==> config.mk <==
export PLATFORM = sky130hd
export DESIGN_NAME = slac_matching_evse_fsm_core
export DESIGN_NICKNAME = d
export VERILOG_FILES = /design/src/hw/rtl/smef_pkg.sv /design/src/hw/rtl/slac_matching_evse_fsm_core.sv
export VERILOG_INCLUDE_DIRS = /design/src /design/src/hw/rtl
export SDC_FILE = /design/constraint.sdc
export NUM_CORES = 1
export LEC_CHECK = 0
export BUFFER_PORTS_ARGS = -buffer_cell sky130_fd_sc_hd__buf_2
export CORE_MARGIN = 10
export CORE_UTILIZATION = 60
export CTS_BUF_LIST = sky130_fd_sc_hd__clkbuf_16
export DETAILED_ROUTE_END_ITERATION = 7
export GPL_TIMING_DRIVEN = 0
export PLACE_DENSITY_LB_ADDON = 0.08
export SLEW_MARGIN = 15
export SYNTH_ARGS = -nofsm -noshare
export SYNTH_HDL_FRONTEND = slang
export SYNTH_SLANG_ARGS = --single-unit
export TNS_END_PERCENT = 30
==> constraint.sdc <==
create_clock -name clk -period 5.5 [get_ports clk]
set_clock_uncertainty 0.15 [all_clocks]
set_input_delay 1.65 -clock clk [delete_from_list [all_inputs] [get_ports clk]]
set_output_delay 1.65 -clock clk [all_outputs]
set_load 0.01 [all_outputs]
==> src/hw/rtl/slac_matching_evse_fsm_core_macros.svh <==
// Assertion macros shared by the link-matching sequencer RTL.
// Depends on nothing; the including module provides clk and arst_n.
`ifndef SLAC_MATCHING_EVSE_FSM_CORE_MACROS_SVH
`define SLAC_MATCHING_EVSE_FSM_CORE_MACROS_SVH

// Check a property on every rising clock edge outside reset
`define SMEF_ASSERT(lbl, prop, msg) \
	lbl: assert property (@(posedge clk) disable iff (!arst_n) prop) else $error(msg);

// Check a property on every rising clock edge, reset included
`define SMEF_ASSERT_ALWAYS(lbl, prop, msg) \
	lbl: assert property (@(posedge clk) prop) else $error(msg);

`endif

==> src/hw/rtl/smef_pkg.sv <==
// Types, codes and widths for the link-matching sequencer.
// No dependencies.
package smef_pkg;

	// field and register widths
	localparam int CFG_W          = 16;
	localparam int CFG_IDX_W      = 1;
	localparam int MSG_W          = 3;
	localparam int CODE_W         = 4;
	localparam int TIMER_BITS_DEF = 16;

	// register reset values
	localparam logic [CFG_W-1:0] TOTAL_TIMEOUT_RST = 16'd60000;
	localparam logic [CFG_W-1:0] SOUND_WINDOW_RST  = 16'd1500;

	// register indexes
	localparam logic [CFG_IDX_W-1:0] REG_TOTAL_TIMEOUT = 1'b0;
	localparam logic [CFG_IDX_W-1:0] REG_SOUND_WINDOW  = 1'b1;

	// received message kinds
	localparam logic [MSG_W-1:0] MSG_SWVER    = 3'd1;
	localparam logic [MSG_W-1:0] MSG_PARAM    = 3'd2;
	localparam logic [MSG_W-1:0] MSG_STARTATT = 3'd3;
	localparam logic [MSG_W-1:0] MSG_ATTCHAR  = 3'd4;
	localparam logic [MSG_W-1:0] MSG_MATCH    = 3'd5;
	localparam logic [MSG_W-1:0] MSG_SETKEY   = 3'd6;

	// reported state codes
	localparam logic [CODE_W-1:0] CODE_GETVER   = 4'd0;
	localparam logic [CODE_W-1:0] CODE_IDLE     = 4'd1;
	localparam logic [CODE_W-1:0] CODE_ESTAB    = 4'd2;
	localparam logic [CODE_W-1:0] CODE_STARTATT = 4'd3;
	localparam logic [CODE_W-1:0] CODE_SOUND    = 4'd4;
	localparam logic [CODE_W-1:0] CODE_ATTCHAR  = 4'd5;
	localparam logic [CODE_W-1:0] CODE_MATCH    = 4'd6;
	localparam logic [CODE_W-1:0] CODE_SETKEY   = 4'd7;
	localparam logic [CODE_W-1:0] CODE_MATCHED  = 4'd8;
	localparam logic [CODE_W-1:0] CODE_FAILED   = 4'd9;

	// protocol state, one-hot
	typedef enum logic [9:0] {
		ST_GETVER   = 10'b00_0000_0001,
		ST_IDLE     = 10'b00_0000_0010,
		ST_ESTAB    = 10'b00_0000_0100,
		ST_STARTATT = 10'b00_0000_1000,
		ST_SOUND    = 10'b00_0001_0000,
		ST_ATTCHAR  = 10'b00_0010_0000,
		ST_MATCH    = 10'b00_0100_0000,
		ST_SETKEY   = 10'b00_1000_0000,
		ST_MATCHED  = 10'b01_0000_0000,
		ST_FAILED   = 10'b10_0000_0000
	} state_t;

	// map a state to its reported code
	function automatic logic [CODE_W-1:0] code_of(state_t st);
		logic [CODE_W-1:0] code;
		unique case (st)
			ST_GETVER:   code = CODE_GETVER;
			ST_IDLE:     code = CODE_IDLE;
			ST_ESTAB:    code = CODE_ESTAB;
			ST_STARTATT: code = CODE_STARTATT;
			ST_SOUND:    code = CODE_SOUND;
			ST_ATTCHAR:  code = CODE_ATTCHAR;
			ST_MATCH:    code = CODE_MATCH;
			ST_SETKEY:   code = CODE_SETKEY;
			ST_MATCHED:  code = CODE_MATCHED;
			ST_FAILED:   code = CODE_FAILED;
			default:     code = CODE_GETVER;
		endcase
		return code;
	endfunction

endpackage

==> src/hw/rtl/slac_matching_evse_fsm_core.sv <==
// Charger-side link-matching sequencer: protocol state, timers, result register.
// Depends on smef_pkg and slac_matching_evse_fsm_core_macros.svh.
//
// One polling step is taken per clock cycle while the output register is
// free or draining. A step is transferred on the input channel, runs through
// the state and timer logic in the same cycle and its result sits in the
// output register from the next cycle on. The single output register sets the
// rate: in_ready is high whenever that register is empty or being drained in
// the same cycle. Configuration writes are always taken and only affect the
// next counter reloads.
`include "slac_matching_evse_fsm_core_macros.svh"

module slac_matching_evse_fsm_core #(
	parameter int TIMER_BITS = smef_pkg::TIMER_BITS_DEF
) (
	input  logic                            clk,
	input  logic                            arst_n,
	// configuration write channel
	input  logic                            cfg_valid,
	output logic                            cfg_ready,
	input  logic [smef_pkg::CFG_IDX_W-1:0]  cfg_index,
	input  logic [smef_pkg::CFG_W-1:0]      cfg_data,
	// polling step channel
	input  logic                            in_valid,
	output logic                            in_ready,
	input  logic                            start_req,
	input  logic [smef_pkg::MSG_W-1:0]      msg_kind,
	input  logic                            sounds_done,
	input  logic                            key_ok,
	input  logic                            ms_tick,
	// result channel
	output logic                            out_valid,
	input  logic                            out_ready,
	output logic [smef_pkg::CODE_W-1:0]     fsm_code,
	output logic                            done_flag,
	output logic                            send_version_req,
	output logic                            clear_stack,
	output logic                            send_param_cnf,
	output logic                            send_atten_ind,
	output logic                            send_match_and_key,
	output logic                            timeout_fail,
	output logic                            sound_cut
);
	import smef_pkg::*;

	logic [CFG_W-1:0]      total_timeout_q;
	logic [CFG_W-1:0]      sound_window_q;
	state_t                state_q;
	logic                  just_entered_q;
	logic [TIMER_BITS-1:0] overall_left_q;
	logic [TIMER_BITS-1:0] sound_left_q;
	logic                  out_valid_q;

	logic                  in_xfer;
	logic                  guarded;
	logic [TIMER_BITS-1:0] ov_cnt;
	logic [TIMER_BITS-1:0] snd_cnt;
	logic [TIMER_BITS-1:0] ov_nxt;
	logic [TIMER_BITS-1:0] snd_nxt;
	state_t                nxt;
	logic                  ver;
	logic                  clr;
	logic                  pcnf;
	logic                  aind;
	logic                  mkey;
	logic                  tfail;
	logic                  cut;
	logic                  done_c;

	// take a new step when the result register is free or draining
	assign in_ready  = !out_valid_q || out_ready;
	assign in_xfer   = in_valid && in_ready;
	assign cfg_ready = 1'b1;
	assign out_valid = out_valid_q;

	// configuration registers
	always_ff @(posedge clk or negedge arst_n) begin
		if (!arst_n) begin
			total_timeout_q <= TOTAL_TIMEOUT_RST;
			sound_window_q  <= SOUND_WINDOW_RST;
		end else if (cfg_valid && cfg_ready) begin
			unique case (cfg_index)
				REG_TOTAL_TIMEOUT: total_timeout_q <= cfg_data;
				REG_SOUND_WINDOW:  sound_window_q  <= cfg_data;
				default: ;
			endcase
		end
	end

	// step logic: count down on tick, then timeout test and state actions
	always_comb begin
		ov_cnt  = (ms_tick && overall_left_q != '0) ? overall_left_q - 1'b1 : overall_left_q;
		snd_cnt = (ms_tick && sound_left_q != '0) ? sound_left_q - 1'b1 : sound_left_q;
		ov_nxt  = ov_cnt;
		snd_nxt = snd_cnt;
		nxt     = state_q;
		ver     = 1'b0;
		clr     = 1'b0;
		pcnf    = 1'b0;
		aind    = 1'b0;
		mkey    = 1'b0;
		tfail   = 1'b0;
		cut     = 1'b0;
		done_c  = (state_q == ST_MATCHED) || (state_q == ST_FAILED);
		guarded = (state_q == ST_STARTATT) || (state_q == ST_SOUND) ||
			(state_q == ST_ATTCHAR) || (state_q == ST_MATCH) || (state_q == ST_SETKEY);

		if (guarded && ov_cnt == '0) begin
			nxt   = ST_FAILED;
			tfail = 1'b1;
		end else begin
			unique case (state_q)
				ST_GETVER: begin
					ver = just_entered_q;
					if (msg_kind == MSG_SWVER) nxt = ST_IDLE;
				end
				ST_IDLE: begin
					clr = just_entered_q;
					if (start_req) begin
						ov_nxt = TIMER_BITS'(total_timeout_q);
						nxt    = ST_ESTAB;
					end
				end
				ST_ESTAB: begin
					if (msg_kind == MSG_PARAM) begin
						pcnf   = 1'b1;
						ov_nxt = TIMER_BITS'(total_timeout_q);
						nxt    = ST_STARTATT;
					end
				end
				ST_STARTATT: begin
					if (msg_kind == MSG_STARTATT) nxt = ST_SOUND;
				end
				ST_SOUND: begin
					// load the window on entry and test it in the same step
					if (just_entered_q) snd_nxt = TIMER_BITS'(sound_window_q);
					if (sounds_done) begin
						aind = 1'b1;
						nxt  = ST_ATTCHAR;
					end else if (snd_nxt == '0) begin
						aind = 1'b1;
						cut  = 1'b1;
						nxt  = ST_ATTCHAR;
					end
				end
				ST_ATTCHAR: begin
					if (msg_kind == MSG_ATTCHAR) nxt = ST_MATCH;
				end
				ST_MATCH: begin
					if (msg_kind == MSG_MATCH) begin
						mkey = 1'b1;
						nxt  = ST_SETKEY;
					end
				end
				ST_SETKEY: begin
					if (msg_kind == MSG_SETKEY) nxt = key_ok ? ST_MATCHED : ST_ESTAB;
				end
				ST_MATCHED, ST_FAILED: begin
					if (!start_req) nxt = ST_IDLE;
				end
				default: nxt = ST_GETVER;
			endcase
		end
	end

	// protocol state and timers advance on each input transfer
	always_ff @(posedge clk or negedge arst_n) begin
		if (!arst_n) begin
			state_q        <= ST_GETVER;
			just_entered_q <= 1'b1;
			overall_left_q <= TIMER_BITS'(TOTAL_TIMEOUT_RST);
			sound_left_q   <= '0;
		end else if (in_xfer) begin
			state_q        <= nxt;
			just_entered_q <= (nxt != state_q);
			overall_left_q <= ov_nxt;
			sound_left_q   <= snd_nxt;
		end
	end

	// result valid: set on input transfer, drop on output transfer
	always_ff @(posedge clk or negedge arst_n) begin
		if (!arst_n) begin
			out_valid_q <= 1'b0;
		end else if (in_xfer) begin
			out_valid_q <= 1'b1;
		end else if (out_ready) begin
			out_valid_q <= 1'b0;
		end
	end

	// result payload, held until the next input transfer
	always_ff @(posedge clk) begin
		if (in_xfer) begin
			fsm_code           <= code_of(nxt);
			done_flag          <= done_c;
			send_version_req   <= ver;
			clear_stack        <= clr;
			send_param_cnf     <= pcnf;
			send_atten_ind     <= aind;
			send_match_and_key <= mkey;
			timeout_fail       <= tfail;
			sound_cut          <= cut;
		end
	end

	`SMEF_ASSERT(a_xfer_fills_out, (in_valid && in_ready) |=> out_valid, "result register not filled after input transfer")
	`SMEF_ASSERT(a_stall_blocks_in, (out_valid && !out_ready) |-> !in_ready, "input taken while result stalled")
	`SMEF_ASSERT(a_tfail_state, (out_valid && timeout_fail) |-> (fsm_code == CODE_FAILED), "timeout without failed state")
	`SMEF_ASSERT(a_cut_reports, (out_valid && sound_cut) |-> (send_atten_ind && fsm_code == CODE_ATTCHAR), "sound cut without attenuation report")
	`SMEF_ASSERT_ALWAYS(a_reset_empty, !arst_n |-> !out_valid, "result valid during reset")

endmodule
==> results of run 1 <==
critical path, stage by stage:
cell and delay, ps:
sky130_fd_sc_hd__buf_2 90, sky130_fd_sc_hd__buf_2 190, sky130_fd_sc_hd__nor4b_1 680, sky130_fd_sc_hd__nand4_1 250, sky130_fd_sc_hd__or4_1 510, sky130_fd_sc_hd__a31oi_1 250
sky130_fd_sc_hd__a211o_1 180, sky130_fd_sc_hd__nor3_2 80, sky130_fd_sc_hd__o21ai_0 460, sky130_fd_sc_hd__o211ai_1 200
metrics by stage:
step | hold WS [ps] | instance area, sq um
6_report | 361.0 | 6619
5_1_grt | 381.4 | 6619
4_1_cts | 362.2 | 6618
3_5_place_dp | 348.0 | 6304
3_3_place_gp | 344.4 | 6275
2_1_floorplan | 316.1 | 5903
area by class of cell:
class	count	area share
well taps	133	0.02514
inverters	19	0.01078
clock buffers	9	0.03403
plain buffers	47	0.03119
repair buffers	42	0.03440
clock inverters	7	0.01342
flip-flops and latches	88	0.3461
multi-input cells	505	0.5049
layout by cell type (no fill, tap or decap), types with 4 or more instances in the layout:
cell,instances
sky130_fd_sc_hd__nor3_1,18
sky130_fd_sc_hd__buf_2,48
sky130_fd_sc_hd__o211ai_1,5
sky130_fd_sc_hd__and2_1,4
sky130_fd_sc_hd__a2bb2oi_1,7
sky130_fd_sc_hd__mux2_2,33
sky130_fd_sc_hd__mux2i_1,15
sky130_fd_sc_hd__or4_1,4
sky130_fd_sc_hd__a211oi_1,4
sky130_fd_sc_hd__or3_1,8
sky130_fd_sc_hd__a21oi_1,47
sky130_fd_sc_hd__and3_1,11
sky130_fd_sc_hd__o31ai_1,5
sky130_fd_sc_hd__clkbuf_16,9
sky130_fd_sc_hd__nor2b_1,13
sky130_fd_sc_hd__nand2_1,62
sky130_fd_sc_hd__nor4_1,12
sky130_fd_sc_hd__inv_1,18
sky130_fd_sc_hd__nand3_1,18
sky130_fd_sc_hd__o21ai_0,39
sky130_fd_sc_hd__a31oi_1,11
sky130_fd_sc_hd__o22ai_1,11
sky130_fd_sc_hd__nor4_2,6
sky130_fd_sc_hd__nand2b_1,9
sky130_fd_sc_hd__nor4b_1,4
sky130_fd_sc_hd__o21ai_1,5
sky130_fd_sc_hd__o22a_1,5
sky130_fd_sc_hd__dfrtp_1,53
sky130_fd_sc_hd__dfstp_2,23
sky130_fd_sc_hd__nor3b_1,8
sky130_fd_sc_hd__nand4_1,13
sky130_fd_sc_hd__nor2_1,53
sky130_fd_sc_hd__edfxtp_1,12
sky130_fd_sc_hd__clkbuf_1,33
cells by family (layout without fill, tap and decap cells):
group,Yosys count,count (layout),share of synthesized area
compound gates,179,179,0.2052
other cells,1,1,0.0006353
mux,48,48,0.08838
fa+ha+maj,2,2,0.004238
simple gates,271,271,0.2607
flops,88,88,0.3881
xor+xnor,4,4,0.005936
buf+inv,66,124,0.04684
state kept, by name, indices dropped and copies added (netlist names):
signal / count
clear_stack: 1
done_flag: 1
fsm_code: 4
just_entered_q: 1
out_valid: 1
overall_left_q: 16
send_atten_ind: 1
send_match_and_key: 1
send_param_cnf: 1
send_version_req: 1
sound_cut: 1
sound_left_q: 16
sound_window_q: 16
state_q: 10
timeout_fail: 1
total_timeout_q: 16
report_power, final:
| group | internal, mW | leakage, nW | switching, mW |
|---|---|---|---|
| sequential | 0.810 | 0.996 | 0.106 |
| combinational | 0.288 | 1.43 | 0.492 |
| clock | 0.394 | 0.153 | 0.255 |
| total | 1.49 | 2.58 | 0.853 |
routing by layer:
layer,track usage,vias up,share of wire
met3,0.04157,64,0.078
li1,-,2574,-
met1,0.3080,2745,0.41
met5,0,-,0
met4,0.1168,0,0.041
met2,0.4025,306,0.47
worst max-delay path by stage:
stage / start / endpoint / slack, ps / cells after the start
final: ms_tick / fsm_code[0] / 850 / 10
after global routing: ms_tick / fsm_code[0] / 640 / 10
after CTS: ms_tick / fsm_code[0] / 980 / 10
after detailed placement: ms_tick / fsm_code[0] / 630 / 10
after global placement: ms_tick / fsm_code[0] / 630 / 10
after floorplan: ms_tick / fsm_code[0] / 1360 / 10
==> out/qor.json, run 1 <==
{
  "yosys_warning_count": 0,
  "detailedPlace.worstSlack_ps": 627.7,
  "final-max-slew-violation-count": 0,
  "initial_utilization": 0.6096,
  "gpl.final_weighted_congestion": 0.9398,
  "max-clock-path-buffers": 2,
  "r2r_slack_ps": 1780,
  "worst_r2r_startpoint": "just_entered_q",
  "ys_async_sr_fraction": 0.8636,
  "netlist_area_sq_um": 5903,
  "r2r_cells": 9,
  "place_hpwl_mm": 13.23,
  "grt_antenna_before_repair": 0,
  "worstPathRequired_ps": 5400,
  "finalPower_mw": 2.347,
  "cap_viol_max_count": 0,
  "worstPathMaxFanout": 10,
  "finalWirelength_mm": 17.96,
  "worst_pin_slew_ps": 999.2,
  "cts-buffers-inserted": 9,
  "synthToLayoutAreaGrowth_pct": 12.12,
  "cts.repair_timing.setup_buffer_count": 0,
  "setup.worst_path.class": "primary input to flip-flop",
  "avgViaCountPerCell": 6.693,
  "layout-drive-gt1-share": 0.2106,
  "synth_edf_count": 12,
  "floorplan.core_area_sq_um": 9684,
  "nNetsFinal": 743,
  "clk_latency_ps": 350,
  "route.detailed.wl_per_inst_um": 21.13,
  "ys_ff_latch": 88,
  "setup.worst_path.end_class": "flip-flop",
  "postSynthNetCount": 690,
  "vias": 5689,
  "setup-violations-final": 0,
  "initialDrtViolationCount": 572,
  "syn_inst": 659,
  "die_w_um": 119.2,
  "timing.final.crit_share": 0.8446,
  "cts_sinks": 88,
  "syn_area_per_cell_sq_um": 8.958,
  "holdBufCountCts": 0,
  "globalRouteTotalUtil": 0.2453,
  "hold_depth": 1,
  "io_buffers": 41,
  "powerDensity_nw_per_um2": 354.5,
  "vias_in_the_first_global_route": 5350,
  "floorplan.die_area_sq_um": 14210,
  "grt-ovfl-total": 0,
  "first_pass_iters": 5,
  "cts_tree": "done",
  "result_of_the_run": "finished, final reports clean",
  "fin_setup_tns_ps": 0,
  "yosysSeqAreaShare": 0.3881,
  "min_path_type": "flip-flop to flip-flop",
  "diodes": 0,
  "drcViolationCount": 0,
  "die_h_um": 119.2,
  "post-place-cells": 834,
  "synth_most_common_cell": "sky130_fd_sc_hd__nand2_1",
  "netlist-cell-type-count": 88,
  "min_to": "total_timeout_q[3]",
  "max-slew-margin-rel": 0.3283,
  "post_cts_resize_count": 0,
  "clkTransAtPathRegs_ps": 60,
  "power.leakage_nw": 2.578,
  "finalWorstSetupSlack_ps": 854.7,
  "critPathArrivalTime_ps": 4550,
  "seqCellArea_sq_um": 2291,
  "hold_path_startpoint": "total_timeout_q[3]",
  "netlist_top_cells_area": "sky130_fd_sc_hd__dfrtp_1 (22%), sky130_fd_sc_hd__dfstp_2 (10%), sky130_fd_sc_hd__mux2_2 (6.3%)",
  "global_route_wire_length_before_repair_mm": 28.26,
  "rows": 36,
  "ant_nets": 0,
  "maxClockFrequency_mhz": 215.3,
  "worst_setup_path_start_kind": "primary input",
  "clk_root_buffer_cell": "sky130_fd_sc_hd__clkbuf_16",
  "maximum_number_of_pins_on_one_net_before_global_route_repair": 44,
  "synth.top_cell.area_share": 0.2247,
  "htreeDepth": 3,
  "yosys.area.top_type": "sky130_fd_sc_hd__dfrtp_1",
  "final_hold_viol_count": 0,
  "rsz0062_at_grt": "false",
  "final-instance-count-excl-fill": 850,
  "fill_cell_instance_count_of_the_final_layout": 807,
  "finalCriticalPeriod_ps": 4645,
  "synth_ff_type": "sky130_fd_sc_hd__dfrtp_1",
  "area_occupied_by_multi_input_gates_sq_um": 3342,
  "finish.utilization": 0.6835,
  "post_synth_most_frequent_cells": "sky130_fd_sc_hd__nand2_1 (62), sky130_fd_sc_hd__dfrtp_1 (53), sky130_fd_sc_hd__nor2_1 (53), sky130_fd_sc_hd__a21oi_1 (47), sky130_fd_sc_hd__o21ai_0 (39)",
  "endpoint_of_the_worst_register_to_register_path": "fsm_code[0]",
  "vdd_drop_max_mv": 0.2396,
  "ioPinCount": 44
}
No activity file was read; power rests on OpenSTA's default activity.
==> inputs of run 2 (changes only) <==
ABC_AREA = 1   (was default)
CORE_UTILIZATION = 56   (was 60)
clock period = 3.8 ns   (was 5.5 ns; I/O delays follow)
==> run 2 against run 1 <==
Net effect:
- total power rose by 59%
- sequential cell count did not move
- first-iteration DRC count rose by 19%
- final cell count rose by 34%
- critical path depth rose by 4
- sequential share of layout area fell by 1.7 points
- non-clock buffer count fell by 19
- register-to-register slack got worse by 1200 ps
- global-route usage fell by 1.6 points
- sequential power rose by 53%
- worst hold slack got worse by 21 ps
- wire length rose by 1.7%
- largest power group is now combinational cells
- highest routed layer unchanged
==> out/qor.json, run 2 <==
{
  "cpPeakStageDelay": {"value": 510, "unit": "ps", "change": "-170 ps"},
  "netlist-cell-type-count": {"value": 45, "change": "-49%"},
  "ys_ff_latch": {"value": 88, "change": "unchanged"},
  "initialDrtViolationCount": {"value": 678, "change": "+19%"},
  "fin_setup_tns": {"value": 0, "unit": "ps", "change": "unchanged"},
  "cts.repair_timing.setup_buffer_count": {"value": 0, "change": "unchanged"},
  "cts_sinks": {"value": 88, "change": "unchanged"},
  "worst_pin_slew": {"value": 1057, "unit": "ps", "change": "+58.04 ps"},
  "globalRouteTotalUtil": {"value": 0.2288, "change": "-0.01645"},
  "netlist_top_cells_area": "sky130_fd_sc_hd__dfrtp_1 (21%), sky130_fd_sc_hd__nand2_1 (18%), sky130_fd_sc_hd__dfstp_2 (9.7%)",
  "cts_tree": "done",
  "synth_edf_count": {"value": 12, "change": "unchanged"},
  "maximum_number_of_pins_on_one_net_before_global_route_repair": {"value": 55, "change": "+25%"},
  "initial_utilization": {"value": 0.5741, "change": "-0.03544"},
  "maxClockFrequency_mhz": 296.5,
  "netlist_area": {"value": 6251, "unit": "sq um", "change": "+5.9%"},
  "setup-violations-final": {"value": 0, "change": "unchanged"},
  "vias_in_the_first_global_route": {"value": 5884, "change": "+10%"},
  "synth_ff_type": "sky130_fd_sc_hd__dfrtp_1",
  "cap_viol_max_count": {"value": 0, "change": "unchanged"},
  "post_synth_most_frequent_cells": "sky130_fd_sc_hd__nand2_1 (301), sky130_fd_sc_hd__inv_1 (98), sky130_fd_sc_hd__nand3_1 (98), sky130_fd_sc_hd__nor2_1 (90), sky130_fd_sc_hd__o21ai_0 (70)",
  "power.leakage": {"value": 3.441, "unit": "nW", "change": "+33%"},
  "diodes": {"value": 0, "change": "unchanged"},
  "finalCriticalPeriod_ps": 3373,
  "yosys_warning_count": {"value": 0, "change": "unchanged"},
  "worstPathMaxFanout": {"value": 10, "change": "unchanged"},
  "synth_most_common_cell": "sky130_fd_sc_hd__nand2_1",
  "die_h": {"value": 125.7, "unit": "um", "change": "+5.4%"},
  "vias": {"value": 6379, "change": "+12%"},
  "critPathMostFrequentCell": "sky130_fd_sc_hd__nand3_1",
  "floorplan.die_area": {"value": 15790, "unit": "sq um", "change": "+11%"},
  "yosysSeqAreaShare": {"value": 0.3665, "change": "-0.02159"},
  "timing.final.crit_share": 0.8876,
  "route.detailed.wl_per_inst": {"value": 16.06, "unit": "um", "change": "-24%"},
  "cts-buffers-inserted": {"value": 9, "change": "unchanged"},
  "die_w": {"value": 125.7, "unit": "um", "change": "+5.4%"},
  "io_buffers": {"value": 41, "change": "unchanged"},
  "nNetsFinal": {"value": 1024, "change": "+38%"},
  "worst-path-buf-inv": {"value": 4, "change": "+2"},
  "avgViaCountPerCell": {"value": 5.605, "change": "-16%"},
  "syn_area_per_cell": {"value": 6.650, "unit": "sq um", "change": "-26%"},
  "layout.cells.most_common_list": "sky130_fd_sc_hd__nand2_1 (301), sky130_fd_sc_hd__inv_1 (98), sky130_fd_sc_hd__nand3_1 (98), sky130_fd_sc_hd__nor2_1 (90), sky130_fd_sc_hd__o21ai_0 (70)",
  "hold_depth": {"value": 2, "change": "+1"},
  "rows": {"value": 38, "change": "+5.6%"},
  "ioPinCount": {"value": 44, "change": "unchanged"},
  "worst_path_max_delay_cell": "sky130_fd_sc_hd__clkbuf_1",
  "post-place-cells": {"value": 1122, "change": "+35%"},
  "max-slew-margin-rel": {"value": 0.2952, "change": "-0.03315"},
  "setup.worst_path.end_class": "flip-flop",
  "critical_path.cell_chain": "buf_2 > clkbuf_1 > nand3_1 > nand2_2 > inv_2 > nor2_2 > nand2_1 > nor2_2 > nand4_2 > inv_2 > nor2_4 > nand3_1 > nand3_1 > nand3b_1",
  "r2r_cells": {"value": 19, "change": "+10"},
  "max-clock-path-buffers": {"value": 2, "change": "unchanged"},
  "vdd_drop_max": {"value": 0.3816, "unit": "mV", "change": "+59%"},
  "final-instance-count-excl-fill": {"value": 1138, "change": "+34%"},
  "ys_async_sr_fraction": {"value": 0.8636, "change": "unchanged"},
  "critPathArrivalTime": {"value": 3310, "unit": "ps", "change": "-1240 ps"},
  "place_hpwl": {"value": 13.96, "unit": "mm", "change": "+5.5%"},
  "synthToLayoutAreaGrowth_pct": 11.31,
  "clk_latency": {"value": 360, "unit": "ps", "change": "about the same"},
  "worst_setup_path_start_kind": "primary input",
  "cp_num_cells": {"value": 14, "change": "+4"},
  "postSynthNetCount": {"value": 971, "change": "+41%"},
  "ant_nets": {"value": 0, "change": "unchanged"},
  "holdBufCountCts": {"value": 0, "change": "unchanged"},
  "finalPower": {"value": 3.729, "unit": "mW", "change": "+59%"},
  "min_path_type": "flip-flop to flip-flop",
  "setup.worst_path.class": "primary input to flip-flop",
  "synth.top_cell.area_share": {"value": 0.2122, "change": "-0.01250"},
  "drcViolationCount": {"value": 0, "change": "unchanged"},
  "layout-drive-gt1-share": {"value": 0.1543, "change": "-0.05629"},
  "grt-ovfl-total": {"value": 0, "change": "unchanged"},
  "powerDensity": {"value": 536.0, "unit": "nW/um^2", "change": "+51%"},
  "cell_family_with_the_largest_share_of_critical_path_delay": "simple AND/OR/NAND/NOR gates",
  "grt_antenna_before_repair": {"value": 0, "change": "unchanged"},
  "floorplan.core_area": {"value": 10890, "unit": "sq um", "change": "+12%"},
  "syn_inst": {"value": 940, "change": "+43%"},
  "clkTransAtPathRegs": {"value": 70, "unit": "ps", "change": "about the same"},
  "finalWirelength": {"value": 18.27, "unit": "mm", "change": "+1.7%"},
  "worstPathRequired": {"value": 3740, "unit": "ps", "change": "-1660 ps"},
  "post_cts_resize_count": {"value": 0, "change": "unchanged"},
  "global_route_wire_length_before_repair": {"value": 29.75, "unit": "mm", "change": "+5.2%"},
  "rsz0062_at_grt": "false",
  "yosys.area.top_type": "sky130_fd_sc_hd__dfrtp_1",
  "htreeDepth": {"value": 3, "change": "unchanged"},
  "final_hold_viol_count": {"value": 0, "change": "unchanged"},
  "clk_root_buffer_cell": "sky130_fd_sc_hd__clkbuf_16",
  "result_of_the_run": "finished, final reports clean",
  "final-max-slew-violation-count": {"value": 0, "change": "unchanged"},
  "gpl.final_weighted_congestion": {"value": 0.9820, "change": "+4.5%"},
  "layout_commonest_cell": "sky130_fd_sc_hd__nand2_1",
  "first_pass_iters": {"value": 7, "change": "+2"}
}
run 2: path summary, 6_finish.rpt:
kind                                    startpoint            endpoint  slack, ps
worst max-delay path                       ms_tick         fsm_code[0]        430
worst min-delay path            sound_window_q[11]  sound_window_q[11]        340
worst max register to register     sound_left_q[0]         fsm_code[0]        620
worst min register to register  sound_window_q[11]  sound_window_q[11]        340
max in group asynchronous                   arst_n  total_timeout_q[9]       2320
min in group asynchronous                   arst_n    sound_left_q[14]        530
run 2: report_power, final:
part | switching [mW] | internal, mW | leakage (nW)
combinational | 0.938 | 0.484 | 2.29
sequential | 0.219 | 1.18 | 1.01
clock | 0.438 | 0.467 | 0.141
total | 1.60 | 2.13 | 3.44
run 2: cell families (layout without fill, tap and decap cells):
family                     Yosys count  in the layout  synth area share
other                                1              1         0.0005999
adders and majority gates            2              2          0.004003
buffers and inverters              137            195           0.08867
and+or+nand+nor                    571            571            0.4079
AOI/OAI and AO/OA                  133            133            0.1211
DFF                                 88             88            0.3665
xor gates and xnor gates             8              8           0.01121
run 2: layout make-up:
cell class	count	area [sq um]
fillers	1053	3930
multi-input cells	715	3406
flip-flops and latches	88	2291
inverters	109	409.1
repair buffers	42	235.2
clock buffers	9	225.2
well taps	140	175.2
plain buffers	28	145.1
clock inverters	7	71.32
run 2: routing by layer:
layer	wire length, um	vias to the layer above	part of all wire	track usage
met5	0	-	0	0
met4	346	0	0.019	0.06436
met3	1401	33	0.077	0.04446
met2	8162	243	0.45	0.3496
met1	8362	2926	0.46	0.3223
li1	-	3177	-	-
run 2: tightest hold or removal path, delay by kind of cell (launching register included):
kind | cells | cell delay (ps)
flip-flops | 1 | 350
AO/OA/AOI/OAI | 1 | 60
AND/OR/NAND/NOR | 1 | 50
run 2: per-stage QoR:
| stage | hold WS, ps | instance area, sq um | setup WS [ps] | util |
|---|---|---|---|---|
| final | 340.0 | 6958 | 427.0 | 0.6390 |
| after global placement | 313.4 | 6631 | 106.9 | 0.6091 |
| after floorplan | 295.7 | 6251 | 717.2 | - |
| after CTS | 343.0 | 6958 | 487.7 | 0.6390 |
| after global routing | 361.1 | 6958 | 274.7 | 0.6390 |
| after detailed placement | 324.7 | 6661 | 131.0 | 0.6118 |
==> inputs of run 3 (changes only) <==
CORE_UTILIZATION = 55   (was 56)
CTS_CLUSTER_DIAMETER = 100   (was default)
==> run 3 against run 2 <==
Net effect:
- design area fell by 0.23%
- global-route usage barely moved
- via count rose by 0.74%
- worst setup slack got worse by 33 ps
- clock-buffer cell count did not move
- non-clock buffer count did not move
- highest routed layer unchanged
==> out/qor.json, run 3 (same netlist as run 2, synthesis figures left out) <==
{
  "place_hpwl": {"value": 14.27, "unit": "mm", "change": "+2.2%"},
  "die_h": {"value": 126.6, "unit": "um", "change": "+0.76%"},
  "combPwrFrac": {"value": 0.385, "change": "+0.004"},
  "io_buffers": {"value": 41, "change": "unchanged"},
  "die_w": {"value": 126.6, "unit": "um", "change": "+0.76%"},
  "worstPathMaxFanout": {"value": 10, "change": "unchanged"},
  "cts_sinks": {"value": 88, "change": "unchanged"},
  "sequentialPowerShare": {"value": 0.382, "change": "+0.006"},
  "layout.cells.most_common_list": "sky130_fd_sc_hd__nand2_1 (301), sky130_fd_sc_hd__inv_1 (99), sky130_fd_sc_hd__nand3_1 (98), sky130_fd_sc_hd__nor2_1 (90), sky130_fd_sc_hd__o21ai_0 (70)",
  "setup-violations-final": {"value": 0, "change": "unchanged"},
  "htreeDepth": {"value": 3, "change": "unchanged"},
  "r2r_cells": {"value": 19, "change": "unchanged"},
  "layout_commonest_cell": "sky130_fd_sc_hd__nand2_1",
  "finalWirelength": {"value": 18.55, "unit": "mm", "change": "+1.5%"},
  "maxClockFrequency": {"value": 293.6, "unit": "MHz", "change": "-0.96%"},
  "clock_power_share": {"value": 0.233, "change": "-0.010"},
  "clk_root_buffer_cell": "sky130_fd_sc_hd__clkbuf_16",
  "avgViaCountPerCell": {"value": 5.647, "change": "+0.74%"},
  "clk_latency": {"value": 350, "unit": "ps", "change": "about the same"},
  "power.net_switching": {"value": 1.562, "unit": "mW", "change": "-2.1%"},
  "finalPower": {"value": 3.681, "unit": "mW", "change": "-1.3%"},
  "critPathArrivalTime": {"value": 3340, "unit": "ps", "change": "+30 ps"},
  "diodes": {"value": 0, "change": "unchanged"},
  "worst_r2r_startpoint": "sound_left_q[0]",
  "gpl.final_weighted_congestion": {"value": 0.9648, "change": "-1.8%"},
  "vias": {"value": 6426, "change": "+0.74%"},
  "min_path_type": "flip-flop to flip-flop",
  "setup.worst_path.end_class": "flip-flop",
  "layout-drive-gt1-share": {"value": 0.1533, "change": "-0.001002"},
  "result_of_the_run": "finished, final reports clean",
  "nNetsFinal": {"value": 1024, "change": "unchanged"},
  "globalRouteTotalUtil": {"value": 0.2293, "change": "+0.0004462"},
  "first_pass_iters": {"value": 5, "change": "-2"},
  "cts-buffers-inserted": {"value": 9, "change": "unchanged"},
  "vias_in_the_first_global_route": {"value": 5910, "change": "+0.44%"},
  "final-max-slew-violation-count": {"value": 0, "change": "unchanged"},
  "power.switching_fraction": {"value": 0.4244, "change": "-0.003456"},
  "grt-ovfl-total": {"value": 0, "change": "unchanged"},
  "max-slew-margin-rel": {"value": 0.2812, "change": "-0.01400"},
  "powerDensity": {"value": 530.3, "unit": "nW/um^2", "change": "-1.1%"},
  "endpoint_of_the_worst_register_to_register_path": "fsm_code[0]",
  "rsz0062_at_grt": "false",
  "p_int": {"value": 2.119, "unit": "mW", "change": "-0.69%"},
  "fin_setup_tns": {"value": 0, "unit": "ps", "change": "unchanged"},
  "clkTransAtPathRegs": {"value": 70, "unit": "ps", "change": "about the same"},
  "worstPathRequired": {"value": 3740, "unit": "ps", "change": "about the same"},
  "final_hold_viol_count": {"value": 0, "change": "unchanged"},
  "cap_viol_max_count": {"value": 0, "change": "unchanged"},
  "route.detailed.wl_per_inst": {"value": 16.30, "unit": "um", "change": "+1.5%"},
  "drcViolationCount": {"value": 0, "change": "unchanged"},
  "cts_tree": "done",
  "ant_nets": {"value": 0, "change": "unchanged"},
  "vdd_drop_max": {"value": 0.3102, "unit": "mV", "change": "-19%"},
  "finalCriticalPeriod": {"value": 3406, "unit": "ps", "change": "+32.67 ps"},
  "worst_setup_path_start_kind": "primary input",
  "global_route_wire_length_before_repair": {"value": 30.07, "unit": "mm", "change": "+1.1%"},
  "setup.worst_path.class": "primary input to flip-flop",
  "grt_antenna_before_repair": {"value": 0, "change": "unchanged"},
  "start_point_of_the_critical_path": "ms_tick",
  "initial_utilization": {"value": 0.5692, "change": "-0.004971"},
  "floorplan.core_area": {"value": 10980, "unit": "sq um", "change": "+0.87%"},
  "timing.final.crit_share": {"value": 0.8962, "change": "+0.008597"},
  "floorplan.die_area": {"value": 16030, "unit": "sq um", "change": "+1.5%"},
  "post_cts_resize_count": {"value": 0, "change": "unchanged"},
  "ioPinCount": {"value": 44, "change": "unchanged"},
  "worst_pin_slew": {"value": 1078, "unit": "ps", "change": "+20.99 ps"},
  "initialDrtViolationCount": {"value": 545, "change": "-20%"},
  "rows": {"value": 38, "change": "unchanged"},
  "cp-endpoint": "fsm_code[0]",
  "holdBufCountCts": {"value": 0, "change": "unchanged"},
  "max-clock-path-buffers": {"value": 2, "change": "unchanged"},
  "r2r_slack": {"value": 610, "unit": "ps", "change": "about the same"},
  "maximum_number_of_pins_on_one_net_before_global_route_repair": {"value": 50, "change": "-9.1%"},
  "power.leakage": {"value": 3.443, "unit": "nW", "change": "about the same"},
  "synthToLayoutAreaGrowth_pct": 11.05,
  "cts.repair_timing.setup_buffer_count": {"value": 0, "change": "unchanged"}
}
-- run 3: changes by cell type in the layout (fill, tap and decap cells not counted), sizes merged --
cell,previous run,this run
inv,114,113
clkinvlp,2,0
clkinv,0,3
-- run 3: worst max-delay path, stage by stage --
cell	delay, ps
sky130_fd_sc_hd__buf_2	280
sky130_fd_sc_hd__clkbuf_1	510
sky130_fd_sc_hd__nand3_1	170
sky130_fd_sc_hd__nand2_2	120
sky130_fd_sc_hd__inv_2	50
sky130_fd_sc_hd__nor2_2	90
sky130_fd_sc_hd__nand2_1	80
sky130_fd_sc_hd__nor2_2	100
sky130_fd_sc_hd__nand4_2	200
sky130_fd_sc_hd__inv_2	190
sky130_fd_sc_hd__nor2_4	70
sky130_fd_sc_hd__nand3_1	100
sky130_fd_sc_hd__nand3_1	80
sky130_fd_sc_hd__nand3b_1	150
-- run 3: per-layer routing --
metal  routed length [um]  vias to the layer above  GRT usage  part of all wire
li1                     -                     3178          -                 -
met1                 8712                     2967     0.3154              0.47
met2                 8131                      246     0.3524              0.44
met3                 1291                       35    0.04748             0.070
met4                  416                        0    0.07502             0.022
met5                    0                        -          0                 0
-- run 3: worst min path at each step --
stage / endpoint / slack [ps] / startpoint / cells after the start
after floorplan: sound_window_q[11] / 300 / sound_window_q[11] / 2
final: sound_window_q[8] / 350 / sound_window_q[8] / 2
after global routing: total_timeout_q[13] / 370 / total_timeout_q[13] / 2
after CTS: sound_window_q[4] / 340 / sound_window_q[4] / 2
after detailed placement: total_timeout_q[2] / 330 / total_timeout_q[2] / 2
after global placement: sound_window_q[15] / 320 / sound_window_q[15] / 2
-- run 3: per-stage QoR --
stage                     setup slack (ps)  instance area [sq um]  hold slack [ps]  std cells  utilization
after global placement               67.04                   6631            315.1       1121       0.6038
after floorplan                      717.2                   6251            295.7        940            -
after CTS                            439.9                   6942            344.4       1138       0.6320
final                                394.4                   6942            349.6       1138       0.6320
after global routing                 276.0                   6942            372.0       1138       0.6320
after detailed placement             105.0                   6661            333.1       1122       0.6065
-- run 3: power groups by stage --
stage,registers (mW),clock network [mW],logic (mW)
2_1_floorplan,1.35,0,1.08
3_3_place_gp,1.41,0,1.38
3_5_place_dp,1.41,0,1.39
4_1_cts,1.40,0.864,1.40
5_1_grt,1.43,0.900,1.62
6_report,1.41,0.858,1.42
-- run 3: area by class of cell --
| class | count | area [sq um] |
|---|---|---|
| clock buffers | 9 | 225.2 |
| clock inverters | 7 | 55.05 |
| well taps | 140 | 175.2 |
| multi-input cells | 715 | 3406 |
| repair buffers | 42 | 235.2 |
| flip-flops and latches | 88 | 2291 |
| plain buffers | 28 | 145.1 |
| inverters | 109 | 409.1 |
| fillers | 1073 | 4041 |
